==> src/design/srl_pkg.sv <==
// ----------------------------------------------------------------------------
// S-record loader package
// Shared types and constants for the S1/S9 record loader.
// ----------------------------------------------------------------------------
package srl_pkg;

  localparam int SRL_COUNT_BITS = 16;
  localparam int SRL_ADDR_W     = 16;
  localparam int SRL_BYTE_W     = 8;
  localparam int SRL_CNT_OUT_W  = 16;

  localparam logic [7:0] CH_S    = 8'h53;
  localparam logic [7:0] CH_ONE  = 8'h31;
  localparam logic [7:0] CH_NINE = 8'h39;

  typedef enum logic [2:0] {
    PH_HUNT,
    PH_TYPE,
    PH_LEN,
    PH_AHI,
    PH_ALO,
    PH_DATA,
    PH_CSUM,
    PH_DONE
  } srl_phase_t;

  typedef enum logic [1:0] {
    EV_WRITE  = 2'd0,
    EV_ACCEPT = 2'd1,
    EV_ABORT  = 2'd2,
    EV_END    = 2'd3
  } srl_event_t;

  typedef struct packed {
    srl_event_t                 event_res;
    logic [SRL_ADDR_W-1:0]      address;
    logic [SRL_BYTE_W-1:0]      data_byte;
    logic [SRL_CNT_OUT_W-1:0]   records_loaded;
    logic [SRL_ADDR_W-1:0]      start_address;
    logic [SRL_BYTE_W-1:0]      calc_checksum;
    logic [SRL_BYTE_W-1:0]      expected_checksum;
  } srl_result_t;

endpackage

==> src/design/srl_parser.sv <==
// ----------------------------------------------------------------------------
// S-record parser
// Holds the record state and works out one character per cycle.
// ----------------------------------------------------------------------------
module srl_parser
  import srl_pkg::*;
#(
  parameter int COUNT_BITS = SRL_COUNT_BITS
) (
  input  logic                  clk,
  input  logic                  rst_n,
  input  logic                  char_fire,
  input  logic [7:0]            char_in,
  output logic                  res_valid,
  output srl_result_t           res
);

  localparam int CNT_W = (COUNT_BITS < SRL_CNT_OUT_W) ? COUNT_BITS : SRL_CNT_OUT_W;

  function automatic logic [3:0] hex_value(input logic [7:0] c);
    logic [3:0] v;
    v = 4'd0;
    if (c >= 8'h30 && c <= 8'h39) begin
      v = c[3:0];
    end else if ((c >= 8'h41 && c <= 8'h46) || (c >= 8'h61 && c <= 8'h66)) begin
      v = 4'(c[3:0] + 4'd9);
    end
    return v;
  endfunction

  srl_phase_t              phase_r, phase_nxt;
  logic                    pend_r, pend_nxt;
  logic [3:0]              hi_r, hi_nxt;
  logic [7:0]              fidx_r, fidx_nxt;
  logic [7:0]              len_r, len_nxt;
  logic [SRL_ADDR_W-1:0]   wp_r, wp_nxt;
  logic [7:0]              sum_r, sum_nxt;
  logic [CNT_W-1:0]        count_r, count_nxt;
  logic [SRL_ADDR_W-1:0]   origin_first_r, origin_first_nxt;
  logic                    seen_r, seen_nxt;

  logic [7:0]              byte_val;
  logic [7:0]              dcount;
  logic [7:0]              fidx_inc;
  logic [7:0]              calc;
  logic [SRL_ADDR_W-1:0]   origin;

  always_comb begin
    byte_val = {hi_r, hex_value(char_in)};
    dcount   = (len_r >= 8'd3) ? 8'(len_r - 8'd3) : 8'd0;
    fidx_inc = 8'(fidx_r + 8'd1);
    calc     = ~sum_r;
    origin   = SRL_ADDR_W'(wp_r - {{(SRL_ADDR_W-8){1'b0}}, fidx_r});

    phase_nxt        = phase_r;
    pend_nxt         = pend_r;
    hi_nxt           = hi_r;
    fidx_nxt         = fidx_r;
    len_nxt          = len_r;
    wp_nxt           = wp_r;
    sum_nxt          = sum_r;
    count_nxt        = count_r;
    origin_first_nxt = origin_first_r;
    seen_nxt         = seen_r;
    res_valid        = 1'b0;
    res              = '0;

    if (char_fire) begin
      case (phase_r)
        PH_HUNT: begin
          if (char_in == CH_S) begin
            phase_nxt = PH_TYPE;
          end
        end
        PH_TYPE: begin
          if (char_in == CH_ONE) begin
            phase_nxt = PH_LEN;
            pend_nxt  = 1'b0;
            hi_nxt    = 4'd0;
            fidx_nxt  = 8'd0;
            len_nxt   = 8'd0;
            sum_nxt   = 8'd0;
          end else if (char_in == CH_NINE) begin
            phase_nxt = PH_DONE;
            res_valid = 1'b1;
            res.event_res = EV_END;
          end else begin
            phase_nxt = PH_HUNT;
          end
        end
        PH_DONE: begin
        end
        default: begin
          if (!pend_r) begin
            hi_nxt   = hex_value(char_in);
            pend_nxt = 1'b1;
          end else begin
            pend_nxt = 1'b0;
            case (phase_r)
              PH_LEN: begin
                len_nxt   = byte_val;
                sum_nxt   = byte_val;
                phase_nxt = PH_AHI;
              end
              PH_AHI: begin
                wp_nxt    = {byte_val, 8'd0};
                sum_nxt   = 8'(sum_r + byte_val);
                phase_nxt = PH_ALO;
              end
              PH_ALO: begin
                wp_nxt    = {wp_r[15:8], byte_val};
                sum_nxt   = 8'(sum_r + byte_val);
                phase_nxt = (dcount != 8'd0) ? PH_DATA : PH_CSUM;
              end
              PH_DATA: begin
                res_valid     = 1'b1;
                res.event_res = EV_WRITE;
                res.address   = wp_r;
                res.data_byte = byte_val;
                sum_nxt       = 8'(sum_r + byte_val);
                wp_nxt        = SRL_ADDR_W'(wp_r + 1'b1);
                fidx_nxt      = fidx_inc;
                if (fidx_inc >= dcount) begin
                  phase_nxt = PH_CSUM;
                end
              end
              PH_CSUM: begin
                res_valid             = 1'b1;
                res.address           = origin;
                res.calc_checksum     = calc;
                res.expected_checksum = byte_val;
                if (calc == byte_val) begin
                  if (count_r != {CNT_W{1'b1}}) begin
                    count_nxt = CNT_W'(count_r + 1'b1);
                  end
                  if (!seen_r) begin
                    seen_nxt         = 1'b1;
                    origin_first_nxt = origin;
                  end
                  phase_nxt     = PH_HUNT;
                  res.event_res = EV_ACCEPT;
                end else begin
                  phase_nxt     = PH_DONE;
                  res.event_res = EV_ABORT;
                end
              end
              default: begin
              end
            endcase
          end
        end
      endcase
    end

    res.records_loaded = SRL_CNT_OUT_W'(count_nxt);
    res.start_address  = origin_first_nxt;
  end

  always_ff @(posedge clk) begin
    if (!rst_n) begin
      phase_r        <= PH_HUNT;
      pend_r         <= 1'b0;
      hi_r           <= 4'd0;
      fidx_r         <= 8'd0;
      len_r          <= 8'd0;
      wp_r           <= '0;
      sum_r          <= 8'd0;
      count_r        <= '0;
      origin_first_r <= '0;
      seen_r         <= 1'b0;
    end else begin
      phase_r        <= phase_nxt;
      pend_r         <= pend_nxt;
      hi_r           <= hi_nxt;
      fidx_r         <= fidx_nxt;
      len_r          <= len_nxt;
      wp_r           <= wp_nxt;
      sum_r          <= sum_nxt;
      count_r        <= count_nxt;
      origin_first_r <= origin_first_nxt;
      seen_r         <= seen_nxt;
    end
  end

endmodule

==> src/design/srl_out_buf.sv <==
// ----------------------------------------------------------------------------
// S-record loader result buffer
// Two-entry result register that decouples the parser from output stalls.
// ----------------------------------------------------------------------------
module srl_out_buf
  import srl_pkg::*;
(
  input  logic         clk,
  input  logic         rst_n,
  input  logic         push,
  input  srl_result_t  push_res,
  output logic         has_room,
  output logic         out_valid,
  input  logic         out_ready,
  output srl_result_t  head
);

  logic [1:0]   cnt_r, cnt_nxt;
  srl_result_t  slot0_r, slot0_nxt;
  srl_result_t  slot1_r, slot1_nxt;
  logic         pop;

  assign has_room  = (cnt_r != 2'd2);
  assign out_valid = (cnt_r != 2'd0);
  assign head      = slot0_r;
  assign pop       = out_valid && out_ready;

  always_comb begin
    cnt_nxt   = cnt_r;
    slot0_nxt = slot0_r;
    slot1_nxt = slot1_r;
    if (pop && push) begin
      if (cnt_r == 2'd1) begin
        slot0_nxt = push_res;
      end else begin
        slot0_nxt = slot1_r;
        slot1_nxt = push_res;
      end
    end else if (pop) begin
      slot0_nxt = slot1_r;
      cnt_nxt   = 2'(cnt_r - 1'b1);
    end else if (push) begin
      if (cnt_r == 2'd0) begin
        slot0_nxt = push_res;
      end else begin
        slot1_nxt = push_res;
      end
      cnt_nxt = 2'(cnt_r + 1'b1);
    end
  end

  always_ff @(posedge clk) begin
    if (!rst_n) begin
      cnt_r <= 2'd0;
    end else begin
      cnt_r <= cnt_nxt;
    end
  end

  always_ff @(posedge clk) begin
    slot0_r <= slot0_nxt;
    slot1_r <= slot1_nxt;
  end

endmodule

==> src/design/srecord_s1_loader.sv <==
// ----------------------------------------------------------------------------
// S-record S1/S9 loader
// Parses an ASCII S-record stream and issues memory write and status words.
// ----------------------------------------------------------------------------
// The input channel carries one received ASCII character per word. Text is
// skipped until an S; an S1 record yields one write word per data byte, then
// a record-accepted or checksum-abort word, and S9 yields an end-of-load
// word. After an end or an abort every further character is taken and
// dropped until reset.
// The parser state updates on the edge that accepts a character, and any
// result is written into the result buffer on the same edge, so one
// character can be taken every cycle while in_ready is high.
// A two-entry result buffer lets the block take a character while a result
// still waits; in_ready falls only when both entries are full, so a stalled
// receiver holds back the input after two pending results.
// Reset is synchronous and active low: it returns the parser to hunting for
// an S, clears the record count and start address and empties the buffer.
// ----------------------------------------------------------------------------
module srecord_s1_loader
  import srl_pkg::*;
#(
  parameter int COUNT_BITS = SRL_COUNT_BITS
) (
  input  logic                      clk,
  input  logic                      rst_n,
  input  logic                      in_valid,
  output logic                      in_ready,
  input  logic [7:0]                in_char_in,
  output logic                      out_valid,
  input  logic                      out_ready,
  output logic [1:0]                out_event_res,
  output logic [SRL_ADDR_W-1:0]     out_address,
  output logic [SRL_BYTE_W-1:0]     out_data_byte,
  output logic [SRL_CNT_OUT_W-1:0]  out_records_loaded,
  output logic [SRL_ADDR_W-1:0]     out_start_address,
  output logic [SRL_BYTE_W-1:0]     out_calc_checksum,
  output logic [SRL_BYTE_W-1:0]     out_expected_checksum
);

  logic         char_fire;
  logic         res_valid;
  srl_result_t  res;
  srl_result_t  head;

  assign char_fire = in_valid && in_ready;

  srl_parser #(
    .COUNT_BITS(COUNT_BITS)
  ) u_parser (
    .clk       (clk),
    .rst_n     (rst_n),
    .char_fire (char_fire),
    .char_in   (in_char_in),
    .res_valid (res_valid),
    .res       (res)
  );

  srl_out_buf u_out_buf (
    .clk       (clk),
    .rst_n     (rst_n),
    .push      (res_valid),
    .push_res  (res),
    .has_room  (in_ready),
    .out_valid (out_valid),
    .out_ready (out_ready),
    .head      (head)
  );

  assign out_event_res         = head.event_res;
  assign out_address           = head.address;
  assign out_data_byte         = head.data_byte;
  assign out_records_loaded    = head.records_loaded;
  assign out_start_address     = head.start_address;
  assign out_calc_checksum     = head.calc_checksum;
  assign out_expected_checksum = head.expected_checksum;

endmodule

==> config.mk <==
export PLATFORM = sky130hd
export DESIGN_NAME = srecord_s1_loader
export DESIGN_NICKNAME = d
export VERILOG_FILES = /design/src/design/srl_pkg.sv /design/src/design/srl_parser.sv /design/src/design/srl_out_buf.sv /design/src/design/srecord_s1_loader.sv
export SDC_FILE = /design/constraint.sdc
export NUM_CORES = 1
export LEC_CHECK = 0
export BUFFER_PORTS_ARGS = -buffer_cell sky130_fd_sc_hd__buf_4
export CAP_MARGIN = 20
export CORE_MARGIN = 8
export CORE_UTILIZATION = 58
export DETAILED_ROUTE_END_ITERATION = 10
export GPL_TIMING_DRIVEN = 0
export HOLD_SLACK_MARGIN = 0.05
export PLACE_DENSITY = 0.79
export SLEW_MARGIN = 20
export SYNTH_ARGS = -nofsm -noshare
export SYNTH_HDL_FRONTEND = slang
export SYNTH_SLANG_ARGS = --single-unit
==> constraint.sdc <==
create_clock -name clk -period 8 [get_ports clk]
set_input_delay 0 -clock clk [delete_from_list [all_inputs] [get_ports clk]]
set_output_delay 0 -clock clk [all_outputs]
set_load 0.05 [all_outputs]
==> run summary, run 1 <==
Buffers on Ports -> 87
number of antenna violations at the first check in global routing -> 0
overall routed net length -> 30.02 mm
area of the core -> 19530 sq um
Sequential cell area -> 6106 sq um
largest voltage drop on the vdd net -> 0.1361 mV
final net count -> 1278
aggregate global-route resource usage -> 24.11%
ant diodes -> 0
total leakage power -> 5.120 nW
CTS Buf Count -> 24
Finish-stage setup viols -> 0
global-route wire length before repair -> 47.30 mm
data arrival time of the critical path -> 4.76 ns
sequential share of the synthesized area -> 52.65%
number of cells after detailed placement -> 1463
worst slew pin tran -> 0.8572 ns
Required @ worst endpoint -> 8.23 ns
power dissipated by switching net loads -> 681.5 uW
weighted congestion reported at the end of routability-driven placement -> 0.9277
synthesized netlist net count -> 1155
master of the slowest instance on the critical path -> nor4_1
stage delay of the slowest cell on the critical path -> 0.68 ns
total number of clock tree sinks -> 231
TritonCTS clock tree -> yes
Synth cell types -> 84
Pwr per Cell Area -> 201.5 nW/um^2
Syn Area/Cell -> 10.49 sq um
warnings from Yosys -> 0
hold violation total from the final report -> 0
Synth async-reset ratio -> 0%
fraction of power consumed by sequential logic -> 48.1%
final-report max-slew violation count -> 0
Mapped Cells -> 1105
mean number of vias per cell -> 6.052
multi-input logic area -> 5086 sq um
Worst path most repeated cell -> nor4_1
register bit count reported by yosys -> 231
Post-route DRC -> 0
clk_skew -> 0.01761 ns
Die Span Y -> 157.4 um
result of the run -> finished clean
number of flops mapped to enable cells by yosys -> 148
Die Area -> 24770 sq um
routed vias -> 9138
placement row count -> 51
Crit. End Element -> flip-flop
final standard cell count with taps included and fillers excluded -> 1510
crit-path max FO -> 10
Initial Utilization -> 59.39%
Setup Buffers After CTS -> 0
Logic pwr share -> 12.1%
CP top delay family -> simple AND/OR/NAND/NOR gates
clock tree buffer depth -> 3
worst-path cell chain -> dlygate4sd3_1 -> buf_4 -> or3b_2 -> nor3_1 -> nand2_1 -> a21oi_2 -> ha_1 -> nand4_1 -> nor4_1 -> o211ai_2 -> nor4_1 -> xnor2_1 -> o21ai_0
RSZ-0062 raised after global routing -> no
most frequently used flop master after synthesis -> edfxtp_1
period utilisation layout -> 56.61%
GRT overflow -> 0
count of pins on the block boundary -> 88
final routed wire length divided by cell count -> 19.88 um
worst min-delay path category -> in -> reg
final period demand of the worst path -> 4.529 ns
Critical Path Source Type -> primary input
post-synthesis cell area -> 11600 sq um
max_slew headroom -> 42.85%
Synth-to-Final Area Change -> 17.11%
clock network latency to the later pin of the worst-skew pair -> 0.52 ns
Worst Path Buf+Inv -> 2
switching fraction of total power -> 24.91%
initial DRC count -> 860
width of the chip -> 157.4 um
total number of H-tree levels -> 1
via count of the first global-routing pass -> 8858
highest achievable clock rate -> 220.8 MHz
fraction of layout cells with a size suffix above 1 -> 16.79%
fin util -> 69.55%
detailed-router iteration count before antenna repair -> 5
total of max-cap violations -> 0
maximum number of pins on one net before global-route repair -> 26
clock slew at the register clock pins of the worst setup and hold paths -> 0.06 ns
Clk pwr share -> 39.8%
# fillers -> 1467
half-perimeter wire length after detailed placement -> 21.16 mm
cell at the root of the clock tree -> clkbuf_16
Crit Path Category -> in -> reg
cell internal pwr -> 2.054 mW
number of antenna-violating nets in the routed design -> 0
## metal layers
layer	track usage [%]	vias up	routed length, um
li1	-	4321	-
met4	11.15	0	1323
met5	0	-	0
met3	4.003	85	2295
met2	38.80	403	13750
met1	31.37	4329	12660
## layout make-up
| class | instances | share of cell area, % |
|---|---|---|
| clock buffer | 34 | 4.920 |
| sequential | 231 | 44.96 |
| buffer | 59 | 1.870 |
| timing repair buffer | 97 | 6.302 |
| inverter | 47 | 1.299 |
| clock inverter | 9 | 0.7555 |
| multi-input combinational | 768 | 37.45 |
| tap | 265 | 2.442 |
## stage by stage
stage | setup WS (ns) | power (mW) | TNS, ns | hold slack, ns | instance area, sq um
floorplan | 1.039 | 1.566 | 0 | 0.1855 | 11600
global route | 3.309 | 2.817 | 0 | 0.1290 | 13580
CTS | 3.586 | 2.754 | 0 | 0.1525 | 13570
detailed placement | 3.482 | 1.669 | 0 | 0.4420 | 12770
finish | 3.471 | 2.736 | 0 | 0.08960 | 13580
global placement | -1.675 | 1.663 | -150.10 | 0.4257 | 12580
## power by group through the flow
stage / registers, mW / logic (mW) / clock network, mW
finish: 1.32 / 0.332 / 1.09
detailed placement: 1.34 / 0.329 / 0
global route: 1.32 / 0.350 / 1.15
global placement: 1.35 / 0.310 / 0
floorplan: 1.45 / 0.120 / 0
CTS: 1.32 / 0.333 / 1.11
## cells in the mapped netlist (7+ instances only)
master,instances,share of area (%)
a21o_1,11,0.71
a21oi_1,57,2.5
dfxtp_1,83,14
nand2_1,98,3.2
a31oi_1,12,0.65
o21ai_0,61,2.6
clkbuf_1,46,1.5
inv_1,46,1.5
edfxtp_1,148,38
a22o_1,16,1.2
o31ai_1,16,1.0
nand3_1,25,1.1
xor2_1,15,1.1
and2_1,32,1.7
nor2b_1,9,0.49
xnor2_1,19,1.4
nor3_1,32,1.4
a22oi_1,9,0.58
nor4_1,11,0.59
nand2b_1,13,0.70
nand4_1,7,0.38
and3_1,9,0.49
nor2_1,101,3.3
or3_1,10,0.54
a211oi_1,10,0.65
ha_1,36,3.9
o22ai_1,10,0.54
mux2i_1,8,0.69
mux2_2,47,4.6
## sequential cells by signal, summed over array words and instances (netlist names)
name / cells
u_parser.hi_r: 4
u_parser.seen_r: 1
u_parser.wp_r: 16
u_out_buf.head: 74
u_parser.count_r: 16
u_parser.fidx_r: 8
u_parser.phase_r: 3
u_parser.len_r: 8
u_parser.sum_r: 8
u_out_buf.slot1_r: 74
u_out_buf.cnt_r: 2
u_parser.pend_r: 1
u_parser.origin_first_r: 16
## final timing paths
check / start / to / slack [ns] / cells past startpoint
setup / recovery: in_char_in[3] / u_out_buf.head[39] / 3.47 / 13
hold / removal: in_char_in[1] / u_out_buf.slot1_r[1] / 0.09 / 3
setup reg to reg: u_parser.phase_r[1] / u_out_buf.head[16] / 3.63 / 12
hold reg to reg: u_parser.sum_r[2] / u_parser.sum_r[2] / 0.49 / 2
## cell usage in the layout (no fill, tap or decap), types with 11 or more instances in the layout
| master | instances |
|---|---|
| a31oi_1 | 12 |
| nor2_1 | 101 |
| buf_4 | 88 |
| a21o_1 | 11 |
| dfxtp_1 | 83 |
| clkbuf_1 | 53 |
| mux2_2 | 47 |
| nor3_1 | 32 |
| nand3_1 | 25 |
| nor4_1 | 11 |
| xnor2_1 | 19 |
| edfxtp_1 | 148 |
| nand2_1 | 98 |
| inv_1 | 46 |
| xor2_1 | 15 |
| ha_1 | 36 |
| o21ai_0 | 60 |
| and2_1 | 32 |
| clkbuf_16 | 24 |
| a21oi_1 | 55 |
| o31ai_1 | 16 |
| nand2b_1 | 13 |
| a22o_1 | 16 |
## cell families (layout without fill, tap and decap cells)
family / count (synthesis) / count (layout) / share of synthesized area, %
simple gates: 382 / 382 / 16.49
compound gates: 257 / 257 / 14.84
flops: 231 / 231 / 52.65
buf+inv: 106 / 246 / 3.712
mux: 57 / 57 / 5.514
fa+ha+maj: 38 / 38 / 4.230
xor+xnor: 34 / 34 / 2.568
## worst reg2reg max path, delay by kind of cell (launching register included)
kind | cells | cell delay, ns
compound gates | 2 | 0.75
flops | 1 | 0.37
mux | 1 | 0.44
fa+ha+maj | 1 | 0.28
simple gates | 4 | 0.80
buf+inv | 4 | 1.50
## what timing repair did
| item | 4_1_cts | 5_1_grt |
|---|---|---|
| resized for setup | 0 | 0 |
| hold endpoints to repair | 11 | 0 |
| hold buffers | 3 | 0 |
| endpoints found under the setup margin | 0 | 0 |
Power figures use the tool's default switching activity.
==> run 2: changes to the inputs <==
==> constraint.sdc (replaced) <==
create_clock -name clk -period 4.4 [get_ports clk]
set_input_delay 0 -clock clk [delete_from_list [all_inputs] [get_ports clk]]
set_output_delay 0 -clock clk [all_outputs]
set_load 0.05 [all_outputs]
==> run 2 against run 1 <==
  * Cell area is essentially flat
  * Routed wire length grew 0.70%
  * Combinational power grew 82%
  * Critical path depth shrank 1
  * Sequential power grew 81%
  * Core utilization grew 0.064 points
  * Power grew 82%
  * Largest cell class unchanged
  * Largest power group unchanged
  * Highest routed layer unchanged
==> run summary, run 2 (synthesis gave the netlist of run 1 again) <==
result of the run -> finished clean
Die Span Y -> 157.4 um
maximum number of pins on one net before global-route repair -> 27
final routed wire length divided by cell count -> 20.00 um
layer with the highest usage after global routing -> met2
via count of the first global-routing pass -> 9012
setup slack of the critical path after layout -> 0.1367 ns
Initial Utilization -> 59.39%
Worst path most repeated cell -> nor4_1
Post-route DRC -> 0
area of the core -> 19530 sq um
number of antenna violations at the first check in global routing -> 0
ant diodes -> 0
count of pins on the block boundary -> 88
crit-path max FO -> 10
Crit. End Element -> flip-flop
met2 layer usage reported by global route -> 40.02%
CTS Buf Count -> 24
clock slew at the register clock pins of the worst setup and hold paths -> 0.06 ns
Pwr per Cell Area -> 366.4 nW/um^2
master of the slowest instance on the critical path -> a21oi_1
Crit Path Category -> in -> reg
dpl cell area -> 12780 sq um
highest achievable clock rate -> 234.6 MHz
clock network latency to the later pin of the worst-skew pair -> 0.52 ns
total of max-cap violations -> 0
worst slack after detailed placement -> -0.2433 ns
most common cell after layout, fill and taps aside -> edfxtp_1
initial DRC count -> 952
worst-path cell chain -> buf_4 -> or3b_2 -> nor3_1 -> nand2_1 -> a21oi_1 -> ha_1 -> nand4_1 -> nor4_1 -> o211ai_2 -> nor4_1 -> xnor2_1 -> o21ai_0
RSZ-0062 raised after global routing -> no
fraction of layout cells with a size suffix above 1 -> 16.92%
placement row count -> 51
clk_skew -> 0.01263 ns
period utilisation layout -> 96.89%
max_slew headroom -> 24.18%
global-route wire length before repair -> 47.87 mm
stage delay of the slowest cell on the critical path -> 0.92 ns
number of antenna-violating nets in the routed design -> 0
Critical Path Source Type -> primary input
worst slew pin tran -> 1.137 ns
clock tree buffer depth -> 3
CP top delay family -> simple AND/OR/NAND/NOR gates
aggregate global-route resource usage -> 24.51%
Finish-stage setup viols -> 0
GRT overflow -> 0
total number of H-tree levels -> 1
Worst Path Buf+Inv -> 1
Die Area -> 24770 sq um
routed vias -> 9227
half-perimeter wire length after detailed placement -> 21.33 mm
total number of clock tree sinks -> 231
final non-filler cell area -> 13590 sq um
final net count -> 1279
hold violation total from the final report -> 0
Total Negative Setup Slacks -> 0 ns
# fillers -> 1505
met1 usage in global routing -> 31.52%
overall routed net length -> 30.24 mm
grt met3 use -> 3.976%
leading cell types in the layout, fill and taps excluded -> 148 x edfxtp_1, 101 x nor2_1, 98 x nand2_1, 88 x buf_4, 83 x dfxtp_1
cell at the root of the clock tree -> clkbuf_16
final-report max-slew violation count -> 0
final period demand of the worst path -> 4.263 ns
Required @ worst endpoint -> 4.66 ns
width of the chip -> 157.4 um
detailed-router iteration count before antenna repair -> 5
TritonCTS clock tree -> yes
data arrival time of the critical path -> 4.52 ns
Synth-to-Final Area Change -> 17.22%
Buffers on Ports -> 87
worst min-delay path category -> in -> reg
mean number of vias per cell -> 6.103
largest voltage drop on the vdd net -> 0.2973 mV
total leakage power -> 5.125 nW
final standard cell count with taps included and fillers excluded -> 1512
weighted congestion reported at the end of routability-driven placement -> 0.9430
number of cells after detailed placement -> 1464
-- run 2: cell types whose count changed in the layout (fill, tap and decap cells not counted), sizes merged --
cell	delta
clkbuf	+5
bufinv	-1
clkinv	-4
buf	+1
clkinvlp	+1
-- run 2: per-stage QoR --
| step | hold WS (ns) | utilization [%] | total power [mW] |
|---|---|---|---|
| 3_5_place_dp | 0.4270 | 65.47 | 3.035 |
| 6_report | 0.06181 | 69.61 | 4.981 |
| 3_3_place_gp | 0.4244 | 64.51 | 3.010 |
| 4_1_cts | 0.09584 | 69.57 | 4.996 |
| 5_1_grt | 0.09439 | 69.61 | 5.118 |
| 2_1_floorplan | 0.1855 | - | 2.838 |
-- run 2: per-layer routing --
metal / vias up / wire, um
met3: 91 / 2212
met5: - / 0
met4: 0 / 1282
met2: 395 / 14040
met1: 4421 / 12700
li1: 4320 / -
-- run 2: what timing repair did --
item,in CTS,in global routing
setup endpoints to repair,0,10
endpoints found under the hold margin,8,0
setup buffers,0,0
resized for setup,0,3
hold buffers,3,0
-- run 2: layout make-up --
cell class	count	area (sq um)	area share, %
multi-input combinational	768	5082	37.39
tap	265	331.6	2.439
sequential	231	6106	44.92
clock buffer	39	706.9	5.201
clock inverter	5	63.81	0.4694
buffer	59	255.2	1.878
inverter	47	176.4	1.298
timing repair buffer	98	870.8	6.406
-- run 2: power by group --
part,internal [mW],switching [mW]
registers,2.37,0.0191
logic,0.189,0.415
clock network,1.16,0.827
-- run 2: path summary, 6_finish.rpt --
kind / startpoint / cells past startpoint / endpoint / slack (ns)
max: in_char_in[3] / 12 / u_out_buf.head[39] / 0.14
min: in_char_in[1] / 3 / u_out_buf.slot1_r[1] / 0.06
max reg2reg: u_parser.phase_r[1] / 12 / u_out_buf.head[43] / 0.14
min reg2reg: u_parser.sum_r[0] / 2 / u_parser.sum_r[0] / 0.50
-- run 2: tightest hold or removal path, cell delays in order --
cell     delay [ns]
buf_4          0.12
a32oi_1        0.16
nor2_1         0.18
